`config.mk`:
```
export PLATFORM = sky130hd
export DESIGN_NAME = dual_probing_hash_table
export DESIGN_NICKNAME = d
export VERILOG_FILES = /design/src/dpht_pkg.sv /design/src/dual_probing_hash_table.sv /design/src/dpht_seq.sv /design/src/dpht_probe.sv
export VERILOG_INCLUDE_DIRS = /design/src /design/src/src
export SDC_FILE = /design/constraint.sdc
export NUM_CORES = 1
export LEC_CHECK = 0
export BUFFER_PORTS_ARGS = -buffer_cell sky130_fd_sc_hd__buf_2
export CORE_MARGIN = 2
export CORE_UTILIZATION = 46
export DETAILED_ROUTE_END_ITERATION = 10
export PLACE_DENSITY = 0.61
export SLEW_MARGIN = 20
export SYNTH_ARGS = -nofsm -noshare
export SYNTH_HDL_FRONTEND = slang
export SYNTH_SLANG_ARGS = --single-unit
```
`constraint.sdc`:
```
create_clock -name clk -period 5.3 [get_ports clk]
set_input_delay 0.53 -clock clk [delete_from_list [all_inputs] [get_ports clk]]
set_output_delay 0.53 -clock clk [all_outputs]
set_load 0.02 [all_outputs]
```
`src/assert_macros.svh`:
```
// Assertion macros for the hash table RTL.
// Define NO_ASSERTIONS to compile them out.
`ifndef ASSERT_MACROS_SVH
`define ASSERT_MACROS_SVH
`ifndef NO_ASSERTIONS
`define DPHT_ASSERT(lbl, clk, rstn, prop, msg) \
    lbl: assert property (@(posedge clk) disable iff (!(rstn)) (prop)) else $error(msg);
`define DPHT_NEVER(lbl, clk, rstn, expr, msg) \
    lbl: assert property (@(posedge clk) disable iff (!(rstn)) !(expr)) else $error(msg);
`else
`define DPHT_ASSERT(lbl, clk, rstn, prop, msg)
`define DPHT_NEVER(lbl, clk, rstn, expr, msg)
`endif
`endif

```
`src/dpht_pkg.sv`:
```
// Shared types, constants and microcode ROM for the dual probing hash table.
// No dependencies.
`timescale 1ns / 1ps

package dpht_pkg;

    localparam int TABLE_LOG2 = 3;
    localparam int TABLE_SIZE = 1 << TABLE_LOG2;
    localparam int SLOT_W     = TABLE_LOG2;
    localparam int STEP_W     = TABLE_LOG2 + 1;
    localparam int KEY_BITS   = 34;
    localparam int COUNT_W    = 4;
    localparam logic [COUNT_W-1:0] COUNT_MAX = {COUNT_W{1'b1}};

    typedef enum logic [1:0] {
        ST_OK        = 2'd0,
        ST_NOT_FOUND = 2'd1,
        ST_FULL      = 2'd2
    } status_t;

    // microcode step addresses
    localparam int UPC_W = 2;
    typedef logic [UPC_W-1:0] upc_t;
    localparam upc_t UPC_ACCEPT = 2'd0;
    localparam upc_t UPC_PROBE  = 2'd1;
    localparam upc_t UPC_EMIT   = 2'd2;

    typedef enum logic [1:0] {
        COND_IN_VALID = 2'd0,
        COND_DONE     = 2'd1,
        COND_OUT_FREE = 2'd2
    } cond_t;

    typedef struct packed {
        logic  accept_act;
        logic  probe_act;
        logic  emit_act;
        cond_t cond;
        upc_t  target;
    } ucode_t;

    // sequencer -> datapath strobes
    typedef struct packed {
        logic accept;
        logic probe;
        logic emit;
    } seq_ctrl_t;

    // probe unit -> top
    typedef struct packed {
        logic                done_next;
        status_t             status;
        logic [COUNT_W-1:0]  count;
    } probe_res_t;

    // Control program: jump to target when cond holds, else stay on the step.
    function automatic ucode_t ucode_rom(input upc_t upc);
        ucode_t cw;
        case (upc)
            UPC_ACCEPT: cw = '{accept_act: 1'b1, probe_act: 1'b0, emit_act: 1'b0,
                               cond: COND_IN_VALID, target: UPC_PROBE};
            UPC_PROBE:  cw = '{accept_act: 1'b0, probe_act: 1'b1, emit_act: 1'b0,
                               cond: COND_DONE, target: UPC_EMIT};
            UPC_EMIT:   cw = '{accept_act: 1'b0, probe_act: 1'b0, emit_act: 1'b1,
                               cond: COND_OUT_FREE, target: UPC_ACCEPT};
            default:    cw = '{accept_act: 1'b0, probe_act: 1'b0, emit_act: 1'b0,
                               cond: COND_IN_VALID, target: UPC_ACCEPT};
        endcase
        return cw;
    endfunction

endpackage

```
`src/dual_probing_hash_table.sv`:
```
// Dual open-addressing hash table (8 slots each): every transaction inserts or
// searches a 34-bit key in a linear-probing and a quadratic-probing table at once.
// A transaction runs one accept step, one probe step per slot examined (1 to 8,
// both tables probed in parallel, the probe step is left only when both tables
// are done) and one step to load the output register, which presents the result.
// in_stall is low only in the accept step. The load step waits while an earlier
// result is still held under out_stall; the next transaction can be taken in the
// cycle after the result is loaded. Counts report slots probed on insert and
// keys compared on search; status 2 means no free slot was reached within 8 probes.
// Depends on dpht_pkg, dpht_seq, dpht_probe and assert_macros.svh.
`timescale 1ns / 1ps
`include "assert_macros.svh"

module dual_probing_hash_table (
    input  logic                          clk,
    input  logic                          rst_n,
    input  logic                          in_valid,
    output logic                          in_stall,
    input  logic                          operation,
    input  logic [dpht_pkg::KEY_BITS-1:0] key,
    output logic                          out_valid,
    input  logic                          out_stall,
    output logic [1:0]                    linear_status,
    output logic [dpht_pkg::COUNT_W-1:0]  linear_count,
    output logic [1:0]                    quadratic_status,
    output logic [dpht_pkg::COUNT_W-1:0]  quadratic_count
);

    dpht_pkg::seq_ctrl_t  ctrl;
    dpht_pkg::probe_res_t lin_res, quad_res;

    logic [dpht_pkg::KEY_BITS-1:0] key_reg;
    logic                          search_reg;
    logic                          out_free;
    logic                          out_valid_reg, out_valid_next;
    logic [1:0]                    lin_status_reg, quad_status_reg;
    logic [dpht_pkg::COUNT_W-1:0]  lin_count_reg, quad_count_reg;
    logic [2:0]                    strobes;
    logic                          counts_in_range;

    assign out_free = ~out_valid_reg | ~out_stall;

    dpht_seq u_seq (
        .clk         (clk),
        .rst_n       (rst_n),
        .in_valid    (in_valid),
        .probes_done (lin_res.done_next & quad_res.done_next),
        .out_free    (out_free),
        .in_stall    (in_stall),
        .ctrl        (ctrl)
    );

    dpht_probe u_lin (
        .clk    (clk),
        .rst_n  (rst_n),
        .quad   (1'b0),
        .ctrl   (ctrl),
        .search (search_reg),
        .in_key (key),
        .key_q  (key_reg),
        .res    (lin_res)
    );

    dpht_probe u_quad (
        .clk    (clk),
        .rst_n  (rst_n),
        .quad   (1'b1),
        .ctrl   (ctrl),
        .search (search_reg),
        .in_key (key),
        .key_q  (key_reg),
        .res    (quad_res)
    );

    always_comb
    begin
        if (ctrl.emit)
        begin
            out_valid_next = 1'b1;
        end
        else if (!out_stall)
        begin
            out_valid_next = 1'b0;
        end
        else
        begin
            out_valid_next = out_valid_reg;
        end
    end

    always_ff @(posedge clk or negedge rst_n)
    begin
        if (!rst_n)
        begin
            out_valid_reg <= 1'b0;
        end
        else
        begin
            out_valid_reg <= out_valid_next;
        end
    end

    always_ff @(posedge clk)
    begin
        if (ctrl.accept)
        begin
            key_reg    <= key;
            search_reg <= operation;
        end
        if (ctrl.emit)
        begin
            lin_status_reg  <= lin_res.status;
            lin_count_reg   <= lin_res.count;
            quad_status_reg <= quad_res.status;
            quad_count_reg  <= quad_res.count;
        end
    end

    assign out_valid        = out_valid_reg;
    assign linear_status    = lin_status_reg;
    assign linear_count     = lin_count_reg;
    assign quadratic_status = quad_status_reg;
    assign quadratic_count  = quad_count_reg;

    assign strobes         = {ctrl.accept, ctrl.probe, ctrl.emit};
    assign counts_in_range = (int'(linear_count) <= dpht_pkg::TABLE_SIZE)
                          && (int'(quadratic_count) <= dpht_pkg::TABLE_SIZE);

    `DPHT_ASSERT(a_one_strobe, clk, rst_n, $onehot0(strobes), "multiple strobes")
    `DPHT_ASSERT(a_busy_after_accept, clk, rst_n, ctrl.accept |=> in_stall, "taken while busy")
    `DPHT_ASSERT(a_emit_valid, clk, rst_n, ctrl.emit |=> out_valid, "result not presented")
    `DPHT_NEVER(a_emit_overwrite, clk, rst_n, ctrl.emit && out_valid_reg && out_stall, "overwrite")
    `DPHT_ASSERT(a_count_range, clk, rst_n, out_valid |-> counts_in_range, "count too large")

endmodule

```
`src/dpht_seq.sv`:
```
// Microcode sequencer: step counter, control ROM from dpht_pkg, jump logic.
// Depends on dpht_pkg.
`timescale 1ns / 1ps

module dpht_seq (
    input  logic                clk,
    input  logic                rst_n,
    input  logic                in_valid,
    input  logic                probes_done,
    input  logic                out_free,
    output logic                in_stall,
    output dpht_pkg::seq_ctrl_t ctrl
);

    dpht_pkg::upc_t   upc_reg;
    dpht_pkg::upc_t   upc_next;
    dpht_pkg::ucode_t cw;
    logic             cond_met;

    always_comb
    begin
        cw = dpht_pkg::ucode_rom(upc_reg);
    end

    // strobes see only the handshake, so probes_done reaches upc_next alone
    always_comb
    begin
        ctrl.accept = cw.accept_act & in_valid;
        ctrl.probe  = cw.probe_act;
        ctrl.emit   = cw.emit_act & out_free;
        in_stall    = ~cw.accept_act;
    end

    always_comb
    begin
        case (cw.cond)
            dpht_pkg::COND_IN_VALID: cond_met = in_valid;
            dpht_pkg::COND_DONE:     cond_met = probes_done;
            dpht_pkg::COND_OUT_FREE: cond_met = out_free;
            default:                 cond_met = 1'b1;
        endcase
        upc_next = cond_met ? cw.target : upc_reg;
    end

    always_ff @(posedge clk or negedge rst_n)
    begin
        if (!rst_n)
        begin
            upc_reg <= dpht_pkg::UPC_ACCEPT;
        end
        else
        begin
            upc_reg <= upc_next;
        end
    end

endmodule

```
`src/dpht_probe.sv`:
```
// One open-addressing key table with its probe unit; linear or quadratic stepping.
// Depends on dpht_pkg.
`timescale 1ns / 1ps

module dpht_probe (
    input  logic                          clk,
    input  logic                          rst_n,
    input  logic                          quad,
    input  dpht_pkg::seq_ctrl_t           ctrl,
    input  logic                          search,
    input  logic [dpht_pkg::KEY_BITS-1:0] in_key,
    input  logic [dpht_pkg::KEY_BITS-1:0] key_q,
    output dpht_pkg::probe_res_t          res
);

    localparam int SW = dpht_pkg::SLOT_W;
    localparam int JW = dpht_pkg::STEP_W;
    localparam int CW = dpht_pkg::COUNT_W;

    logic [dpht_pkg::KEY_BITS-1:0] keys_mem [dpht_pkg::TABLE_SIZE];
    logic [dpht_pkg::KEY_BITS-1:0] rd_key_reg;
    logic [dpht_pkg::TABLE_SIZE-1:0] valid_reg, valid_next;

    logic [SW-1:0]    slot_reg, slot_next;
    logic [JW-1:0]    j_reg, j_next;
    logic [CW-1:0]    cnt_reg, cnt_next;
    logic             done_reg, done_next;
    dpht_pkg::status_t status_reg, status_next;

    logic [2*JW-1:0]  j_sq;
    logic [SW-1:0]    step_add;
    logic [CW-1:0]    cnt_inc;
    logic             slot_valid;
    logic             wr_en;

    always_comb
    begin
        j_sq        = (2*JW)'(j_reg) * (2*JW)'(j_reg);
        step_add    = quad ? j_sq[SW-1:0] : SW'(1);
        cnt_inc     = (cnt_reg == dpht_pkg::COUNT_MAX) ? cnt_reg : cnt_reg + CW'(1);
        slot_valid  = valid_reg[slot_reg];
        slot_next   = slot_reg;
        j_next      = j_reg;
        cnt_next    = cnt_reg;
        done_next   = done_reg;
        status_next = status_reg;
        valid_next  = valid_reg;
        wr_en       = 1'b0;
        if (ctrl.accept)
        begin
            slot_next = in_key[SW-1:0];
            j_next    = JW'(1);
            cnt_next  = '0;
            done_next = 1'b0;
        end
        else if (ctrl.probe && !done_reg)
        begin
            if (!slot_valid)
            begin
                done_next = 1'b1;
                if (search)
                begin
                    status_next = dpht_pkg::ST_NOT_FOUND;
                end
                else
                begin
                    status_next          = dpht_pkg::ST_OK;
                    cnt_next             = cnt_inc;
                    wr_en                = 1'b1;
                    valid_next[slot_reg] = 1'b1;
                end
            end
            else
            begin
                cnt_next = cnt_inc;
                if (search && rd_key_reg == key_q)
                begin
                    done_next   = 1'b1;
                    status_next = dpht_pkg::ST_OK;
                end
                else if (j_reg == JW'(dpht_pkg::TABLE_SIZE))
                begin
                    done_next   = 1'b1;
                    status_next = search ? dpht_pkg::ST_NOT_FOUND : dpht_pkg::ST_FULL;
                end
                else
                begin
                    slot_next = slot_reg + step_add;
                    j_next    = j_reg + JW'(1);
                end
            end
        end
        res.done_next = done_next;
        res.status    = status_reg;
        res.count     = cnt_reg;
    end

    always_ff @(posedge clk or negedge rst_n)
    begin
        if (!rst_n)
        begin
            valid_reg  <= '0;
            done_reg   <= 1'b1;
            status_reg <= dpht_pkg::ST_OK;
            cnt_reg    <= '0;
            slot_reg   <= '0;
            j_reg      <= '0;
        end
        else
        begin
            valid_reg  <= valid_next;
            done_reg   <= done_next;
            status_reg <= status_next;
            cnt_reg    <= cnt_next;
            slot_reg   <= slot_next;
            j_reg      <= j_next;
        end
    end

    // read address follows slot_next, so the data lines up with slot_reg
    always_ff @(posedge clk)
    begin
        if (wr_en)
        begin
            keys_mem[slot_reg] <= key_q;
        end
        rd_key_reg <= keys_mem[slot_next];
    end

endmodule
```
==> results.cfg <==
[sta]
worstMarginPinSlew_ns = 0.8256
rsz0062_at_grt = no
fmax_mhz = 225.6
max_slew_margin = 0.4483
finClkSkew_ns = 0.03739
setup_tns_ns = 0
report.final.slew_viol_count = 0
fin_crit_ns = 4.432
whs_ns = 0.08997
finalSetupViolCount = 0
hold_viol = 0
post-route-period-util = 0.8363

[clock_tree]
post-cts-setup-buffer-count = 0
cts_tree = built
clock-root-buffer = clkbuf_16
ctsLongestPathBuffers = 3
clock-sinks = 706
cts_buffers = 72
h-tree-depth = 3
clkTransAtPathRegs_ns = 0.06
worstSkewPairLatency_ns = 0.62

[critical_path]
crit_required_ns = 5.82
cp_max_fo = 67
reg2reg_depth = 11
critPathKind = reg -> reg
reg2reg_to = u_quad.rd_key_reg[33]$_DFF_P_
cp-start-kind = flop
critPathArrivalTime_ns = 4.95
reg2reg_from = key_reg[32]$_DFFE_PP_
end_kind = flop
ff2ff_setup_slack_ns = 0.87

[synth]
synth_area_leaders = edfxtp_1, mux2i_1, dfxtp_1
syn_area_sq_mm = 0.02778
synth_top_area_frac = 0.6389
ys_seq_area_frac = 0.7304
synthFlopType = edfxtp_1
async_reset_ff_frac = 0.06657
yosysUniqueCellTypes = 73
synth.avg_cell_area_sq_um = 17.15
synth_fp_nets = 1672
synth.largest_area_cell = edfxtp_1
yosysWarningCount = 0
synth-edff-count = 591
ys_ff_latch = 706
syn_inst = 1620

[grt]
grt_use_total = 0.2112
grt_pass1_wl_um = 97640
antenna_found_initial = 0
grt-ovfl-total = 0
grt_max_degree = 85
grt_pass1_vias = 15034

[route]
wl_per_cell_um = 25.71
drt-total-wl_um = 65770
via_count = 15177
drtIter0Drc = 1332
drc_errors = 0
via_per_inst = 5.933
postRouteAntennaNets = 0
drtPass1Iterations = 5

[final_layout]
fill_cells = 4784
ff_latch_area_sq_mm = 0.02029
multiInputGateArea_sq_mm = 0.006940
drive_gt1_frac = 0.1869
finalNetCount = 1771
stdcell_area_sq_mm = 0.03142
fin_util = 0.5234
antennaDiodeCount = 0
area_growth_pct = 13.10
reg_top3 = u_lin.keys_mem x272, u_quad.keys_mem x272

[power_and_ir_drop]
p_int_mw = 11.87
p_per_area_mw_per_mm2 = 573.5
combPwrFrac = 0.327
netSwitchingFraction = 0.3411
peakVddDrop_mv = 0.4171
power_frac_seq = 0.407
p_leak_nw = 10.83
power.clock.fraction = 0.267
p_total_mw = 18.02
p_sw_mw = 6.146

[hold_path]
hold_start = key[25]
holdPathEnd = key_reg[25]$_DFFE_PP_
hp-class = in -> reg
hold_path_depth = 1

[floorplanning]
start_util = 0.4628
dieArea_sq_mm = 0.06237
ios = 53
num_rows = 90
coreArea_sq_mm = 0.06002
die_h_um = 249.7
die_x_um = 249.7

[outcome]
status = complete, no violations

[placed_design]
io_buffers = 52
dp_hpwl_um = 37520
place.gp.congestion = 0.8078
placed_cell_area_sq_mm = 0.02918

[run]
cap_violations = 0
==> routing by layer <==
layer  global-route usage  wire (um)  vias up
li1                     -          -     6775
met1               0.3023      30270     7834
met2               0.3304      30370      457
met3              0.03640       3469      111
met4              0.06781       1655        0
met5                    0          0        -
==> cell type report <==
cell class / instances / share of cell area
Clock buffer: 99 / 0.06353
Clock inverter: 32 / 0.007010
Inverter: 15 / 0.001832
Multi-Input combinational cell: 801 / 0.2209
Sequential cell: 706 / 0.6458
Tap cell: 782 / 0.03115
Timing Repair Buffer: 123 / 0.02979
==> worst max path at each step <==
stage,startpoint,to,slack [ns],cells after the start
finish,key_reg[32]$_DFFE_PP_,u_quad.rd_key_reg[33]$_DFF_P_,0.87,11
global route,key_reg[32]$_DFFE_PP_,u_quad.rd_key_reg[33]$_DFF_P_,0.59,11
CTS,key_reg[32]$_DFFE_PP_,u_quad.rd_key_reg[33]$_DFF_P_,0.87,11
detailed placement,key_reg[32]$_DFFE_PP_,u_quad.rd_key_reg[21]$_DFF_P_,0.94,11
global placement,key_reg[10]$_DFFE_PP_,u_quad.rd_key_reg[30]$_DFF_P_,1.05,12
floorplan,u_seq.upc_reg[0]$_DFFE_PN0P_,u_lin.valid_reg[4]$_DFFE_PN0P_,-0.32,9
==> cells by family after synthesis <==
group,share of synthesized area
xor+xnor,0.02554
simple gates,0.03919
compound gates,0.1028
fa+ha+maj,0.005856
mux,0.07162
buf+inv,0.02459
flops,0.7304
==> cell usage in the layout, fill, tap and decap left out, types with 34 or more instances in the layout <==
cell type and count:
clkbuf_16 74, dfrtp_1 45, a2111oi_0 128, a21oi_1 72, a22o_1 34, edfxtp_1 591, mux2i_1 147, a221oi_2 34
dfxtp_1 68, buf_2 51, xnor2_1 69, buf_4 60
==> power by group through the flow <==
stage                     clock, mW  combinational [mW]  sequential [mW]
after global routing           5.11                6.35             7.39
after detailed placement          0                5.90             7.43
final                          4.80                5.89             7.33
after global placement            0                5.80             7.42
after floorplan                   0                4.32             7.36
after CTS                      4.91                5.92             7.33
==> cells in the mapped netlist, drive strengths merged (5+ instances only) <==
cell	number
nor3	9
nand3	15
ha	13
a22o	34
xnor2	69
nor2	44
a22oi	34
clkbuf	29
o21ai	9
xor2	12
dfxtp	68
inv	13
nand4	19
or2	17
a221oi	34
nand2b	5
a21oi	72
edfxtp	591
or4	33
a2111oi	128
mux2i	148
dfrtp	45
nand2	24
buf	69
mux2	36
==> critical path, stage by stage (launching register included) <==
cell       delay, ns
edfxtp_1        0.75
xnor2_1         0.20
nand4_1         0.24
nor4_2          0.53
nand3_2         0.27
a41o_1          0.33
a21o_4          0.36
inv_2           0.14
buf_4           0.61
a2111oi_0       0.15
or4_1           0.53
a21oi_1         0.17
==> what timing repair did <==
action	4_1_cts	5_1_grt
resized for setup	0	0
hold endpoints to repair	0	27
hold buffers	0	1
==> metrics by stage <==
| step | setup slack, ns | std cells |
|---|---|---|
| 6_report | 0.8678 | 2558 |
| 5_1_grt | 0.5902 | 2558 |
| 2_1_floorplan | -0.3207 | 1620 |
| 4_1_cts | 0.8671 | 2557 |
| 3_5_place_dp | 0.9360 | 2426 |
| 3_3_place_gp | 1.051 | 2426 |
(Power assumes the default switching activity.)
